==> config.mk <==
export PLATFORM = sky130hd
export DESIGN_NAME = region_track_table_core_flat
export DESIGN_NICKNAME = d
export VERILOG_FILES = /design/src/design/rtt_pkg.sv /design/src/design/rtt_channels.sv /design/src/design/region_track_table_core.sv /design/src/design/rtt_ram.sv /design/src/design/rtt_ctrl.sv /design/src/design/rtt_dp.sv /design/src/flat_wrapper.sv
export SDC_FILE = /design/constraint.sdc
export NUM_CORES = 2
export LEC_CHECK = 0
export ABC_AREA = 1
export BUFFER_PORTS_ARGS = -buffer_cell sky130_fd_sc_hd__buf_2
export CAP_MARGIN = 20
export CORE_UTILIZATION = 57
export CTS_CLUSTER_SIZE = 40
export DETAILED_ROUTE_END_ITERATION = 12
export PLACE_DENSITY = 0.85
export SETUP_SLACK_MARGIN = 0.5
export SLEW_MARGIN = 20
export SYNTH_ARGS = -nofsm -noshare
export SYNTH_HDL_FRONTEND = slang
export SYNTH_SLANG_ARGS = --single-unit
==> constraint.sdc <==
create_clock -name clk -period 10.9 [get_ports clk]
set_input_delay 0 -clock clk [delete_from_list [all_inputs] [get_ports clk]]
set_output_delay 0 -clock clk [all_outputs]
set_load 0.1 [all_outputs]
==> src/design/rtt_pkg.sv <==
// Package for the region track table: field widths, command and result codes,
// the slot entry layout and the control and status words between controller and datapath.
// Depends on nothing; every design file but rtt_ram imports it.
`timescale 1ns / 1ps
`default_nettype none

package rtt_pkg;

  // Field widths of the channel words.
  localparam int CMD_W   = 2;
  localparam int COORD_W = 12;
  localparam int AGE_W   = 8;
  localparam int KIND_W  = 3;
  localparam int SLOT_W  = 6;

  // Default table depth, reset value of the age limit and saturation value of the age.
  localparam int                 RTT_SLOTS       = 16;
  localparam logic [AGE_W-1:0]   MAX_AGE_RESET   = AGE_W'(15);
  localparam logic [AGE_W-1:0]   AGE_SAT         = '1;

  // Command codes of the input word.
  localparam logic [CMD_W-1:0] CMD_FSTART = 2'd0;
  localparam logic [CMD_W-1:0] CMD_DETECT = 2'd1;
  localparam logic [CMD_W-1:0] CMD_FEND   = 2'd2;
  localparam logic [CMD_W-1:0] CMD_UNUSED = 2'd3;

  // Result kinds of the output word.
  localparam logic [KIND_W-1:0] KIND_UPDATED  = 3'd0;
  localparam logic [KIND_W-1:0] KIND_INSERTED = 3'd1;
  localparam logic [KIND_W-1:0] KIND_DROPPED  = 3'd2;
  localparam logic [KIND_W-1:0] KIND_HELD     = 3'd3;
  localparam logic [KIND_W-1:0] KIND_NONE     = 3'd4;
  localparam logic [KIND_W-1:0] KIND_FSTART   = 3'd5;

  // One slot of the table as stored in the RAM.
  typedef struct packed {
    logic [COORD_W-1:0] left;
    logic [COORD_W-1:0] top;
    logic [COORD_W-1:0] width;
    logic [COORD_W-1:0] height;
    logic [AGE_W-1:0]   age;
  } entry_t;

  // What gets written into the current or chosen slot.
  typedef enum logic [1:0] {
    WR_AGE      = 2'd0,
    WR_BOX_CUR  = 2'd1,
    WR_BOX_FREE = 2'd2,
    WR_CLEAR    = 2'd3
  } wr_sel_t;

  // Which result word the datapath loads into the output register.
  typedef enum logic [2:0] {
    EM_FSTART = 3'd0,
    EM_HIT    = 3'd1,
    EM_INS    = 3'd2,
    EM_PEND   = 3'd3,
    EM_TAIL   = 3'd4
  } emit_sel_t;

  // Commands from the controller to the datapath.
  typedef struct packed {
    logic      accept;
    logic      advance;
    logic      wr_en;
    wr_sel_t   wr_sel;
    logic      emit;
    emit_sel_t emit_sel;
    logic      load_pend;
  } dp_cmd_t;

  // Status from the datapath to the controller.
  typedef struct packed {
    logic [CMD_W-1:0] new_cmd;
    logic [CMD_W-1:0] cmd;
    logic             last;
    logic             hit;
    logic             ins_ok;
    logic             expire;
    logic             held;
    logic             pend_v;
    logic             out_free;
  } dp_stat_t;

endpackage

`default_nettype wire

==> src/design/rtt_channels.sv <==
// Valid/ready channel interfaces of the region track table: input, result and configuration.
// Depends on rtt_pkg for the field widths.
`timescale 1ns / 1ps
`default_nettype none

// Input channel: one command word with its box.
interface rtt_in_if import rtt_pkg::*; ();
  logic               valid;
  logic               ready;
  logic [CMD_W-1:0]   command;
  logic [COORD_W-1:0] box_x;
  logic [COORD_W-1:0] box_y;
  logic [COORD_W-1:0] box_w;
  logic [COORD_W-1:0] box_h;

  modport source (output valid, command, box_x, box_y, box_w, box_h, input ready);
  modport sink   (input valid, command, box_x, box_y, box_w, box_h, output ready);
endinterface

// Result channel: one result word per transfer.
interface rtt_out_if import rtt_pkg::*; ();
  logic               valid;
  logic               ready;
  logic [KIND_W-1:0]  kind;
  logic [SLOT_W-1:0]  slot;
  logic [COORD_W-1:0] out_x;
  logic [COORD_W-1:0] out_y;
  logic [COORD_W-1:0] out_w;
  logic [COORD_W-1:0] out_h;
  logic               last;

  modport source (output valid, kind, slot, out_x, out_y, out_w, out_h, last, input ready);
  modport sink   (input valid, kind, slot, out_x, out_y, out_w, out_h, last, output ready);
endinterface

// Configuration channel: writes the age limit.
interface rtt_cfg_if import rtt_pkg::*; ();
  logic             valid;
  logic             ready;
  logic [AGE_W-1:0] max_age;

  modport source (output valid, max_age, input ready);
  modport sink   (input valid, max_age, output ready);
endinterface

`default_nettype wire

==> src/design/region_track_table_core.sv <==
// Region track table, top level: joins the controller, the datapath and the channel ports.
// Depends on rtt_pkg, rtt_channels, rtt_ctrl, rtt_dp and rtt_ram.
//
// The block keeps SLOTS tracked rectangles in a small RAM and walks it one slot per clock
// for every command word, except where it must wait for room for a result word. The single
// read and write port of the slot RAM sets this figure. The next word is accepted only after
// the walk ends (a detection that hits a slot finishes at that slot), and a frame_end word
// ends only once its last held rectangle goes out after the walk. Stalls on the result
// channel add cycles only when a result word must be loaded while the previous one is still
// waiting. Slots are cleared by valid bits at reset, so no clearing pass follows reset. The
// age limit is written on the configuration channel, which is always ready.
`timescale 1ns / 1ps
`default_nettype none

module region_track_table_core import rtt_pkg::*; #(
  parameter int SLOTS = RTT_SLOTS
) (
  input  wire logic clk,
  input  wire logic rst_n,
  rtt_in_if.sink    in_ch,
  rtt_out_if.source out_ch,
  rtt_cfg_if.sink   cfg_ch
);

  dp_cmd_t  dp_cmd;
  dp_stat_t dp_stat;
  logic     in_ready;

  // Sequencing of one command word.
  rtt_ctrl u_ctrl (
    .clk      (clk),
    .rst_n    (rst_n),
    .in_valid (in_ch.valid),
    .in_ready (in_ready),
    .st       (dp_stat),
    .cmd      (dp_cmd)
  );

  // Slot table, matching logic and output register.
  rtt_dp #(
    .SLOTS (SLOTS)
  ) u_dp (
    .clk         (clk),
    .rst_n       (rst_n),
    .cmd         (dp_cmd),
    .st          (dp_stat),
    .in_command  (in_ch.command),
    .in_box_x    (in_ch.box_x),
    .in_box_y    (in_ch.box_y),
    .in_box_w    (in_ch.box_w),
    .in_box_h    (in_ch.box_h),
    .cfg_wr      (cfg_ch.valid),
    .cfg_max_age (cfg_ch.max_age),
    .out_ready   (out_ch.ready),
    .out_valid   (out_ch.valid),
    .out_kind    (out_ch.kind),
    .out_slot    (out_ch.slot),
    .out_x       (out_ch.out_x),
    .out_y       (out_ch.out_y),
    .out_w       (out_ch.out_w),
    .out_h       (out_ch.out_h),
    .out_last    (out_ch.last)
  );

  assign in_ch.ready  = in_ready;
  assign cfg_ch.ready = 1'b1;

endmodule

`default_nettype wire

==> src/design/rtt_ram.sv <==
// Generic single-write, single-read RAM with registered read data.
// Depends on nothing.
`timescale 1ns / 1ps
`default_nettype none

module rtt_ram #(
  parameter int WIDTH = 8,
  parameter int DEPTH = 16
) (
  input  wire logic                                    clk,
  input  wire logic                                    wr_en,
  input  wire logic [((DEPTH > 1) ? $clog2(DEPTH) : 1)-1:0] wr_addr,
  input  wire logic [WIDTH-1:0]                        wr_data,
  input  wire logic [((DEPTH > 1) ? $clog2(DEPTH) : 1)-1:0] rd_addr,
  output logic      [WIDTH-1:0]                        rd_data
);

  logic [WIDTH-1:0] mem [DEPTH];

  // Write port and registered read port.
  always_ff @(posedge clk) begin
    if (wr_en) begin
      mem[wr_addr] <= wr_data;
    end
    rd_data <= mem[rd_addr];
  end

endmodule

`default_nettype wire

==> src/design/rtt_ctrl.sv <==
// Controller of the region track table: accepts a command word and steps the datapath
// through one scan of the slot table. Depends on rtt_pkg.
`timescale 1ns / 1ps
`default_nettype none

module rtt_ctrl import rtt_pkg::*; (
  input  wire logic     clk,
  input  wire logic     rst_n,
  input  wire logic     in_valid,
  output logic          in_ready,
  input  wire dp_stat_t st,
  output dp_cmd_t       cmd
);

  typedef enum logic [2:0] {
    S_IDLE = 3'b001,
    S_SCAN = 3'b010,
    S_TAIL = 3'b100
  } state_t;

  state_t state_r, state_nxt;
  logic   step;

  // Input is taken only between scans.
  assign in_ready = (state_r == S_IDLE);

  // Next state and datapath commands.
  always_comb begin
    state_nxt = state_r;
    cmd       = '0;
    step      = 1'b0;
    unique case (state_r)
      S_IDLE: begin
        if (in_valid) begin
          cmd.accept = 1'b1;
          if (st.new_cmd != CMD_UNUSED) begin
            state_nxt = S_SCAN;
          end
        end
      end
      S_SCAN: begin
        unique case (st.cmd)
          CMD_FSTART: begin
            // Age each slot; the last slot waits for room for the result word.
            if (!st.last) begin
              cmd.wr_en   = 1'b1;
              cmd.wr_sel  = WR_AGE;
              cmd.advance = 1'b1;
            end else if (st.out_free) begin
              cmd.wr_en    = 1'b1;
              cmd.wr_sel   = WR_AGE;
              cmd.emit     = 1'b1;
              cmd.emit_sel = EM_FSTART;
              state_nxt    = S_IDLE;
            end
          end
          CMD_DETECT: begin
            // First overlapping slot wins; otherwise insert at the end of the scan.
            if (st.hit) begin
              if (st.out_free) begin
                cmd.wr_en    = 1'b1;
                cmd.wr_sel   = WR_BOX_CUR;
                cmd.emit     = 1'b1;
                cmd.emit_sel = EM_HIT;
                state_nxt    = S_IDLE;
              end
            end else if (st.last) begin
              if (st.out_free) begin
                cmd.wr_en    = st.ins_ok;
                cmd.wr_sel   = WR_BOX_FREE;
                cmd.emit     = 1'b1;
                cmd.emit_sel = EM_INS;
                state_nxt    = S_IDLE;
              end
            end else begin
              cmd.advance = 1'b1;
            end
          end
          CMD_FEND: begin
            // Expired slots are cleared; held slots go out one word behind the scan.
            if (st.expire) begin
              cmd.wr_en  = 1'b1;
              cmd.wr_sel = WR_CLEAR;
              step       = 1'b1;
            end else if (st.held) begin
              if (!st.pend_v) begin
                cmd.load_pend = 1'b1;
                step          = 1'b1;
              end else if (st.out_free) begin
                cmd.emit      = 1'b1;
                cmd.emit_sel  = EM_PEND;
                cmd.load_pend = 1'b1;
                step          = 1'b1;
              end
            end else begin
              step = 1'b1;
            end
            if (step) begin
              if (st.last) begin
                state_nxt = S_TAIL;
              end else begin
                cmd.advance = 1'b1;
              end
            end
          end
          default: begin
            state_nxt = S_IDLE;
          end
        endcase
      end
      S_TAIL: begin
        if (st.out_free) begin
          cmd.emit     = 1'b1;
          cmd.emit_sel = EM_TAIL;
          state_nxt    = S_IDLE;
        end
      end
      default: begin
        state_nxt = S_IDLE;
      end
    endcase
  end

  // State register.
  always_ff @(posedge clk) begin
    if (!rst_n) begin
      state_r <= S_IDLE;
    end else begin
      state_r <= state_nxt;
    end
  end

endmodule

`default_nettype wire

==> src/design/rtt_dp.sv <==
// Datapath of the region track table: slot RAM with valid bits, scan index, overlap test,
// age limit, pending held slot and the output register. Depends on rtt_pkg and rtt_ram.
`timescale 1ns / 1ps
`default_nettype none

module rtt_dp import rtt_pkg::*; #(
  parameter int SLOTS = RTT_SLOTS
) (
  input  wire logic               clk,
  input  wire logic               rst_n,
  input  wire dp_cmd_t            cmd,
  output dp_stat_t                st,
  input  wire logic [CMD_W-1:0]   in_command,
  input  wire logic [COORD_W-1:0] in_box_x,
  input  wire logic [COORD_W-1:0] in_box_y,
  input  wire logic [COORD_W-1:0] in_box_w,
  input  wire logic [COORD_W-1:0] in_box_h,
  input  wire logic               cfg_wr,
  input  wire logic [AGE_W-1:0]   cfg_max_age,
  input  wire logic               out_ready,
  output logic                    out_valid,
  output logic [KIND_W-1:0]       out_kind,
  output logic [SLOT_W-1:0]       out_slot,
  output logic [COORD_W-1:0]      out_x,
  output logic [COORD_W-1:0]      out_y,
  output logic [COORD_W-1:0]      out_w,
  output logic [COORD_W-1:0]      out_h,
  output logic                    out_last
);

  localparam int             IW       = (SLOTS > 1) ? $clog2(SLOTS) : 1;
  localparam logic [IW-1:0]  LAST_IDX = IW'(SLOTS - 1);
  localparam int             EW       = $bits(entry_t);

  // Scan state and captured command word.
  logic [IW-1:0]      idx_r, idx_nxt;
  logic [IW-1:0]      free_idx_r, free_idx_nxt;
  logic               free_found_r, free_found_nxt;
  logic [CMD_W-1:0]   cmd_r, cmd_nxt;
  logic [COORD_W-1:0] bx_r, bx_nxt, by_r, by_nxt, bw_r, bw_nxt, bh_r, bh_nxt;
  logic [AGE_W-1:0]   max_age_r, max_age_nxt;
  logic [SLOTS-1:0]   vld_r, vld_nxt;
  logic               pend_v_r, pend_v_nxt;
  logic [IW-1:0]      pend_idx_r, pend_idx_nxt;
  entry_t             pend_ent_r, pend_ent_nxt;

  // Output register.
  logic               out_valid_r, out_valid_nxt;
  logic [KIND_W-1:0]  kind_r, kind_nxt;
  logic [SLOT_W-1:0]  slot_r, slot_nxt;
  logic [COORD_W-1:0] ox_r, ox_nxt, oy_r, oy_nxt, ow_r, ow_nxt, oh_r, oh_nxt;
  logic               last_r, last_nxt;

  // Slot evaluation.
  logic [EW-1:0]      ram_rd;
  entry_t             ent;
  entry_t             wr_ent;
  logic [IW-1:0]      wr_addr;
  logic [COORD_W:0]   box_right, box_bottom, slot_right, slot_bottom;
  logic               cur_free, live, hit, expire, held, ins_ok, out_free;
  logic [IW-1:0]      ins_slot;

  // Slot table; a slot never written reads as all zero through its valid bit.
  rtt_ram #(
    .WIDTH (EW),
    .DEPTH (SLOTS)
  ) u_ram (
    .clk     (clk),
    .wr_en   (cmd.wr_en),
    .wr_addr (wr_addr),
    .wr_data (EW'(wr_ent)),
    .rd_addr (idx_nxt),
    .rd_data (ram_rd)
  );

  assign ent = vld_r[idx_r] ? entry_t'(ram_rd) : entry_t'('0);

  // Strict overlap of the box with the current slot, edges kept at 13 bits.
  assign box_right   = {1'b0, bx_r} + {1'b0, bw_r};
  assign box_bottom  = {1'b0, by_r} + {1'b0, bh_r};
  assign slot_right  = {1'b0, ent.left} + {1'b0, ent.width};
  assign slot_bottom = {1'b0, ent.top} + {1'b0, ent.height};

  assign cur_free = (ent.width == '0);
  assign hit      = !cur_free &&
                    ({1'b0, ent.left} < box_right) && (slot_right > {1'b0, bx_r}) &&
                    ({1'b0, ent.top} < box_bottom) && (slot_bottom > {1'b0, by_r});

  // Frame end classification of the current slot.
  assign live   = !cur_free && (ent.age != '0);
  assign expire = live && (ent.age > max_age_r);
  assign held   = live && !expire;

  // Insert target: first free slot seen, or the current one when it is free.
  assign ins_ok   = free_found_r || cur_free;
  assign ins_slot = free_found_r ? free_idx_r : idx_r;

  assign out_free = !out_valid_r || out_ready;

  // Status to the controller.
  always_comb begin
    st          = '0;
    st.new_cmd  = in_command;
    st.cmd      = cmd_r;
    st.last     = (idx_r == LAST_IDX);
    st.hit      = hit;
    st.ins_ok   = ins_ok;
    st.expire   = expire;
    st.held     = held;
    st.pend_v   = pend_v_r;
    st.out_free = out_free;
  end

  // Write data and address for the slot table.
  always_comb begin
    wr_ent  = ent;
    wr_addr = idx_r;
    unique case (cmd.wr_sel)
      WR_AGE: begin
        wr_ent.age = (ent.age == AGE_SAT) ? ent.age : ent.age + AGE_W'(1);
      end
      WR_BOX_CUR: begin
        wr_ent = '{left: bx_r, top: by_r, width: bw_r, height: bh_r, age: '0};
      end
      WR_BOX_FREE: begin
        wr_ent  = '{left: bx_r, top: by_r, width: bw_r, height: bh_r, age: '0};
        wr_addr = ins_slot;
      end
      WR_CLEAR: begin
        wr_ent = '0;
      end
    endcase
  end

  // Scan index, free-slot search, captured word, pending held slot and valid bits.
  always_comb begin
    idx_nxt        = idx_r;
    free_idx_nxt   = free_idx_r;
    free_found_nxt = free_found_r;
    cmd_nxt        = cmd_r;
    bx_nxt         = bx_r;
    by_nxt         = by_r;
    bw_nxt         = bw_r;
    bh_nxt         = bh_r;
    pend_v_nxt     = pend_v_r;
    pend_idx_nxt   = pend_idx_r;
    pend_ent_nxt   = pend_ent_r;
    vld_nxt        = vld_r;
    max_age_nxt    = cfg_wr ? cfg_max_age : max_age_r;
    if (cmd.accept) begin
      idx_nxt        = '0;
      free_found_nxt = 1'b0;
      pend_v_nxt     = 1'b0;
      cmd_nxt        = in_command;
      bx_nxt         = in_box_x;
      by_nxt         = in_box_y;
      bw_nxt         = in_box_w;
      bh_nxt         = in_box_h;
    end
    if (cmd.advance) begin
      idx_nxt = idx_r + IW'(1);
      if (cur_free && !free_found_r) begin
        free_found_nxt = 1'b1;
        free_idx_nxt   = idx_r;
      end
    end
    if (cmd.load_pend) begin
      pend_v_nxt   = 1'b1;
      pend_idx_nxt = idx_r;
      pend_ent_nxt = ent;
    end
    if (cmd.wr_en) begin
      vld_nxt[wr_addr] = 1'b1;
    end
  end

  // Output register: load a result word or drain the current one.
  always_comb begin
    out_valid_nxt = out_valid_r;
    kind_nxt      = kind_r;
    slot_nxt      = slot_r;
    ox_nxt        = ox_r;
    oy_nxt        = oy_r;
    ow_nxt        = ow_r;
    oh_nxt        = oh_r;
    last_nxt      = last_r;
    if (out_ready) begin
      out_valid_nxt = 1'b0;
    end
    if (cmd.emit) begin
      out_valid_nxt = 1'b1;
      kind_nxt      = KIND_FSTART;
      slot_nxt      = '0;
      ox_nxt        = '0;
      oy_nxt        = '0;
      ow_nxt        = '0;
      oh_nxt        = '0;
      last_nxt      = 1'b1;
      unique case (cmd.emit_sel) inside
        EM_FSTART: begin
          kind_nxt = KIND_FSTART;
        end
        EM_HIT: begin
          kind_nxt = KIND_UPDATED;
          slot_nxt = SLOT_W'(idx_r);
        end
        EM_INS: begin
          kind_nxt = ins_ok ? KIND_INSERTED : KIND_DROPPED;
          slot_nxt = ins_ok ? SLOT_W'(ins_slot) : '0;
        end
        EM_PEND, EM_TAIL: begin
          if (pend_v_r) begin
            kind_nxt = KIND_HELD;
            slot_nxt = SLOT_W'(pend_idx_r);
            ox_nxt   = pend_ent_r.left;
            oy_nxt   = pend_ent_r.top;
            ow_nxt   = pend_ent_r.width;
            oh_nxt   = pend_ent_r.height;
          end else begin
            kind_nxt = KIND_NONE;
          end
          last_nxt = (cmd.emit_sel == EM_TAIL);
        end
        default: begin
          kind_nxt = KIND_NONE;
        end
      endcase
    end
  end

  // Control registers.
  always_ff @(posedge clk) begin
    if (!rst_n) begin
      idx_r        <= '0;
      free_found_r <= 1'b0;
      pend_v_r     <= 1'b0;
      vld_r        <= '0;
      max_age_r    <= MAX_AGE_RESET;
      out_valid_r  <= 1'b0;
      cmd_r        <= CMD_UNUSED;
    end else begin
      idx_r        <= idx_nxt;
      free_found_r <= free_found_nxt;
      pend_v_r     <= pend_v_nxt;
      vld_r        <= vld_nxt;
      max_age_r    <= max_age_nxt;
      out_valid_r  <= out_valid_nxt;
      cmd_r        <= cmd_nxt;
    end
  end

  // Payload registers.
  always_ff @(posedge clk) begin
    free_idx_r <= free_idx_nxt;
    bx_r       <= bx_nxt;
    by_r       <= by_nxt;
    bw_r       <= bw_nxt;
    bh_r       <= bh_nxt;
    pend_idx_r <= pend_idx_nxt;
    pend_ent_r <= pend_ent_nxt;
    kind_r     <= kind_nxt;
    slot_r     <= slot_nxt;
    ox_r       <= ox_nxt;
    oy_r       <= oy_nxt;
    ow_r       <= ow_nxt;
    oh_r       <= oh_nxt;
    last_r     <= last_nxt;
  end

  assign out_valid = out_valid_r;
  assign out_kind  = kind_r;
  assign out_slot  = slot_r;
  assign out_x     = ox_r;
  assign out_y     = oy_r;
  assign out_w     = ow_r;
  assign out_h     = oh_r;
  assign out_last  = last_r;

  // A result word is loaded only when the output register has room.
  a_emit_room: assert property (@(posedge clk) disable iff (!rst_n)
    cmd.emit |-> out_free)
    else $error("result word loaded while the output register is full");

  // An insert write only goes to a slot that was found free.
  a_insert_free: assert property (@(posedge clk) disable iff (!rst_n)
    (cmd.wr_en && (cmd.wr_sel == WR_BOX_FREE)) |-> ins_ok)
    else $error("insert write without a free slot");

  // The scan never steps past the last slot.
  a_scan_bound: assert property (@(posedge clk) disable iff (!rst_n)
    cmd.advance |-> (idx_r != LAST_IDX))
    else $error("scan index advanced past the last slot");

  // A held word sent ahead of the scan always has a pending slot behind it.
  a_pend_word: assert property (@(posedge clk) disable iff (!rst_n)
    (cmd.emit && (cmd.emit_sel == EM_PEND)) |=> (out_kind == KIND_HELD) && !out_last)
    else $error("held word sent without a pending slot");

endmodule

`default_nettype wire
==> src/flat_wrapper.sv <==
// flat-port wrapper written by rule: the top's interface ports become plain ports
module region_track_table_core_flat import rtt_pkg::*;
#(
  parameter int SLOTS = RTT_SLOTS
)
  (clk, rst_n, in_ch_valid, in_ch_command, in_ch_box_x, in_ch_box_y, in_ch_box_w, in_ch_box_h, in_ch_ready, out_ch_valid, out_ch_kind, out_ch_slot, out_ch_out_x, out_ch_out_y, out_ch_out_w, out_ch_out_h, out_ch_last, out_ch_ready, cfg_ch_valid, cfg_ch_max_age, cfg_ch_ready);
  rtt_in_if in_ch_i ();
  rtt_out_if out_ch_i ();
  rtt_cfg_if cfg_ch_i ();
  input  wire logic clk;
  input  wire logic rst_n;
  input wire logic [$bits(in_ch_i.valid)-1:0] in_ch_valid;
  input wire logic [$bits(in_ch_i.command)-1:0] in_ch_command;
  input wire logic [$bits(in_ch_i.box_x)-1:0] in_ch_box_x;
  input wire logic [$bits(in_ch_i.box_y)-1:0] in_ch_box_y;
  input wire logic [$bits(in_ch_i.box_w)-1:0] in_ch_box_w;
  input wire logic [$bits(in_ch_i.box_h)-1:0] in_ch_box_h;
  output wire logic [$bits(in_ch_i.ready)-1:0] in_ch_ready;
  output wire logic [$bits(out_ch_i.valid)-1:0] out_ch_valid;
  output wire logic [$bits(out_ch_i.kind)-1:0] out_ch_kind;
  output wire logic [$bits(out_ch_i.slot)-1:0] out_ch_slot;
  output wire logic [$bits(out_ch_i.out_x)-1:0] out_ch_out_x;
  output wire logic [$bits(out_ch_i.out_y)-1:0] out_ch_out_y;
  output wire logic [$bits(out_ch_i.out_w)-1:0] out_ch_out_w;
  output wire logic [$bits(out_ch_i.out_h)-1:0] out_ch_out_h;
  output wire logic [$bits(out_ch_i.last)-1:0] out_ch_last;
  input wire logic [$bits(out_ch_i.ready)-1:0] out_ch_ready;
  input wire logic [$bits(cfg_ch_i.valid)-1:0] cfg_ch_valid;
  input wire logic [$bits(cfg_ch_i.max_age)-1:0] cfg_ch_max_age;
  output wire logic [$bits(cfg_ch_i.ready)-1:0] cfg_ch_ready;
  assign in_ch_i.valid = in_ch_valid;
  assign in_ch_i.command = in_ch_command;
  assign in_ch_i.box_x = in_ch_box_x;
  assign in_ch_i.box_y = in_ch_box_y;
  assign in_ch_i.box_w = in_ch_box_w;
  assign in_ch_i.box_h = in_ch_box_h;
  assign in_ch_ready = in_ch_i.ready;
  assign out_ch_valid = out_ch_i.valid;
  assign out_ch_kind = out_ch_i.kind;
  assign out_ch_slot = out_ch_i.slot;
  assign out_ch_out_x = out_ch_i.out_x;
  assign out_ch_out_y = out_ch_i.out_y;
  assign out_ch_out_w = out_ch_i.out_w;
  assign out_ch_out_h = out_ch_i.out_h;
  assign out_ch_last = out_ch_i.last;
  assign out_ch_i.ready = out_ch_ready;
  assign cfg_ch_i.valid = cfg_ch_valid;
  assign cfg_ch_i.max_age = cfg_ch_max_age;
  assign cfg_ch_ready = cfg_ch_i.ready;
  region_track_table_core #(.SLOTS(SLOTS)) u_core (.clk(clk), .rst_n(rst_n), .in_ch(in_ch_i), .out_ch(out_ch_i), .cfg_ch(cfg_ch_i));
endmodule
==> results.md <==
* Data arrival, critical path at 9.44 ns
* # DRC at 0
* Fin cells at around 6,400
* Cell Area, Synth at 0.0520 mm^2
* Critical path class: reg -> reg
* Hold Vio Cnt, Final at 0
* Synth Area per Inst at 10.5 um^2
* Min Hold Slack at approximately 0.0064 ns
* Startpoint Class: flop
* Initial antenna violation count at 6
* CP required at 11.29 ns
* Synth area leader: edfxtp_1
* Worst-Skew Late Latency at 0.72 ns
* Crit path time final at ~9.0 ns
* Clock-pin slew on the worst setup and hold paths at 0.07 ns
* Synth async-reset ratio at 0%
* Final-report max-slew violation count at 0
* Top_reg_cell synth: edfxtp_1
* Initial DRT Pass Iterations at 8
* Layout cells sized above 1 at 8.24%
* Layout Utilization at between 60 and 70%
* Fmax at ~110 MHz
* Gr usage total at 30.4%
* Tot Pwr at 9.52 mW
* Final nets at ~5,300
* Unique masters post-synth at 51
* IO Pins at 124
* Period utilization at between 80% and 90%
* Cell Count Post-Placement at 6,084
* Max Cap Viol at 0
* Vias in the first global route at 37,500
* Leading cell types by total area after synthesis: edfxtp_1, nand3_1, inv_1, nand2_1, dfxtp_1
* Drt first-iter violations at 6,074
* Die width at 304 um
* Final HPWL DP at between 70,000 and 80,000 um
* Most frequent cells in the layout: nand3_1, edfxtp_1, inv_1, nand2_1, nand3b_1
* First-pass GRT wire length at 216,000 um
* CP max-delay cell: dfxtp_1
* Core box area at ~0.090 mm^2
* Largest net degree at the start of global routing at a little under 200
* Power per cell area at 163 mW/mm^2
* Max incr delay on CP at roughly 0.8 ns
* Global route overflow at 0
* Worst path bufs/invs at 9
* Clock skew at 0.0375 ns
* Critical path peak fanout at 36
* Synth Register Bits at 1,148
* Clock tree from TritonCTS: built
* Setup repair after global routing missed its margin: false
* Routed Antenna Nets at 0
* Bufs on Longest Clock Path at 3
* Worst-case vdd ir drop at 130 uV
* # clock sinks at 1,148
* # setup viols final at 0
* Post-CTS Repair Setup Buffers at 0
* Number of synthesized flops with an enable pin at ~1,100
* PortBufs at 120
* Std-Cell Rows at 110
* Leakage at 24.8 nW
* Routability cong. at 0.951
* Hold-fix buffer count after cts at about 90
* TritonCTS Buffers at 110
* Register area share after synthesis at between 60 and 70%
* Via count at between 30,000 and 40,000
* Setup TNS at 0 ns
* Most common cell after layout, fill and taps aside: nand3_1
* Worst Tran Pin Value at 1.13 ns
* Root buffer cell: clkbuf_16
* Die height at 304 um
* Drt total wl at 143,000 um
* CP Capture Type: flop
* Max-slew headroom at 24.4%
* Mapped Cells at 4,975
* Status: complete, no violations
* Initial core utilization at 57.6%
* Area Overhead vs Synth at 12.1%
* H-tree Lvls at 3
* Warnings, synthesis at 0
* CTS resizes at 0
* Via density at 6.00
* Hold/Removal Path Class: in -> reg
* Full die area at between 0.09 and 0.1 mm^2
* Routed len/inst at 22.4 um
* CP dominant cell by count: nand2_1
* Family with the most delay on the worst path: simple AND/OR/NAND/NOR gates
* Synth top area share at 60.9%
area by class of cell:
type | count | area (um^2)
antenna | 1 | 2.50
fill | 6194 | 32000
clock inverter | 61 | 711
timing repair buffer | 289 | 2220
clock buffer | 146 | 3050
inverter | 880 | 3320
tap | 1176 | 1470
sequential | 1148 | 33600
multi-input combinational | 2681 | 14000
kinds of logic after synthesis:
| family | count (synthesis) | synth area share [%] |
|---|---|---|
| AO/OA/AOI/OAI | 213 | 2.35 |
| XOR/XNOR | 42 | 0.707 |
| adder cells (fa/ha/maj) | 107 | 2.62 |
| buffers and inverters | 1147 | 8.90 |
| flip-flops | 1148 | 64.5 |
| other | 2 | 0.0144 |
| AND/OR/NAND/NOR | 2316 | 21.0 |
worst reg2reg max path: cells and delay by family, from the launching register on:
kind	cells	cell delay, ns
flops	1	0.82
buf+inv	9	2.96
compound gates	5	0.92
fa+ha+maj	3	0.87
simple gates	25	3.05
xor+xnor	1	0.10
synth_stat cells, types with 3 or more instances:
| library cell | instances |
|---|---|
| nor2_1 | 153 |
| ha_1 | 104 |
| xor2_1 | 28 |
| o21ai_1 | 5 |
| o21ai_0 | 67 |
| buf_4 | 26 |
| o21a_1 | 10 |
| xnor2_1 | 14 |
| edfxtp_1 | 1056 |
| dfxtp_1 | 92 |
| clkbuf_1 | 69 |
| buf_1 | 13 |
| nor4_1 | 3 |
| a211oi_1 | 5 |
| o211ai_1 | 4 |
| o22ai_1 | 4 |
| inv_1 | 869 |
| inv_2 | 9 |
| fa_1 | 3 |
| o21bai_1 | 7 |
| nand2_1 | 831 |
| nand3_1 | 1092 |
| nand3b_1 | 172 |
| buf_6 | 5 |
| a21oi_1 | 82 |
| nand2_4 | 4 |
| buf_2 | 154 |
| nor2_2 | 4 |
| nor3_1 | 18 |
| or2_2 | 3 |
| o311ai_0 | 5 |
| nand2_2 | 5 |
| nand4_1 | 24 |
| a21o_1 | 8 |
| a31oi_1 | 6 |
layer usage:
metal / vias up / wire length (um) / GRT usage (%)
li1: 17000 / - / -
met1: 18000 / 50400 / 40.2
met2: 2898 / 66700 / 48.5
met3: 486 / 19700 / 6.73
met4: 6 / 5870 / 13.4
met5: - / 40 / 0
registers in the layout, summed over array words and instances (netlist names), 2 cells and up:
| name | flops |
|---|---|
| u_core.u_dp.free_idx_r | 4 |
| u_core.u_ctrl.state_r | 3 |
| u_core.u_dp.bx_r | 12 |
| u_core.u_dp.out_y | 12 |
| u_core.u_dp.max_age_r | 8 |
| u_core.u_dp.u_ram.rd_data | 56 |
| u_core.u_dp.cmd_r | 2 |
| u_core.u_dp.out_h | 12 |
| u_core.u_dp.out_w | 12 |
| u_core.u_dp.u_ram.mem | 896 |
| u_core.u_dp.pend_idx_r | 4 |
| u_core.u_dp.out_kind | 3 |
| u_core.u_dp.idx_r | 4 |
| u_core.u_dp.by_r | 12 |
| u_core.u_dp.bw_r | 12 |
| u_core.u_dp.bh_r | 12 |
| u_core.u_dp.pend_ent_r | 48 |
| u_core.u_dp.vld_r | 16 |
| u_core.u_dp.out_slot | 4 |
| u_core.u_dp.out_x | 12 |
worst paths after layout:
kind | start | end | slack [ns] | cells after the start
hold reg to reg | u_core.u_dp.vld_r[5] | u_core.u_dp.vld_r[5] | 0.47 | 1
setup reg to reg | u_core.u_dp.idx_r[0] | u_core.u_dp.u_ram.mem[0][41] | 1.85 | 43
setup / recovery | u_core.u_dp.idx_r[0] | u_core.u_dp.u_ram.mem[0][41] | 1.85 | 43
hold / removal | in_ch_box_y[10] | u_core.u_dp.by_r[10] | 0.006 | 2
through the flow:
step                instance area (um^2)  setup slack (ns)
floorplan                          52100              2.18
global placement                   53600              2.18
detailed placement                 53700              2.07
CTS                                58300              2.01
global route                       58300              1.15
finish                             58300              1.85
power by group:
| group | switching (mW) | internal (mW) |
|---|---|---|
| sequential | 0.0551 | 4.82 |
| combinational | 0.470 | 0.229 |
| clock | 1.70 | 2.24 |
Power figures use the tool's default switching activity.
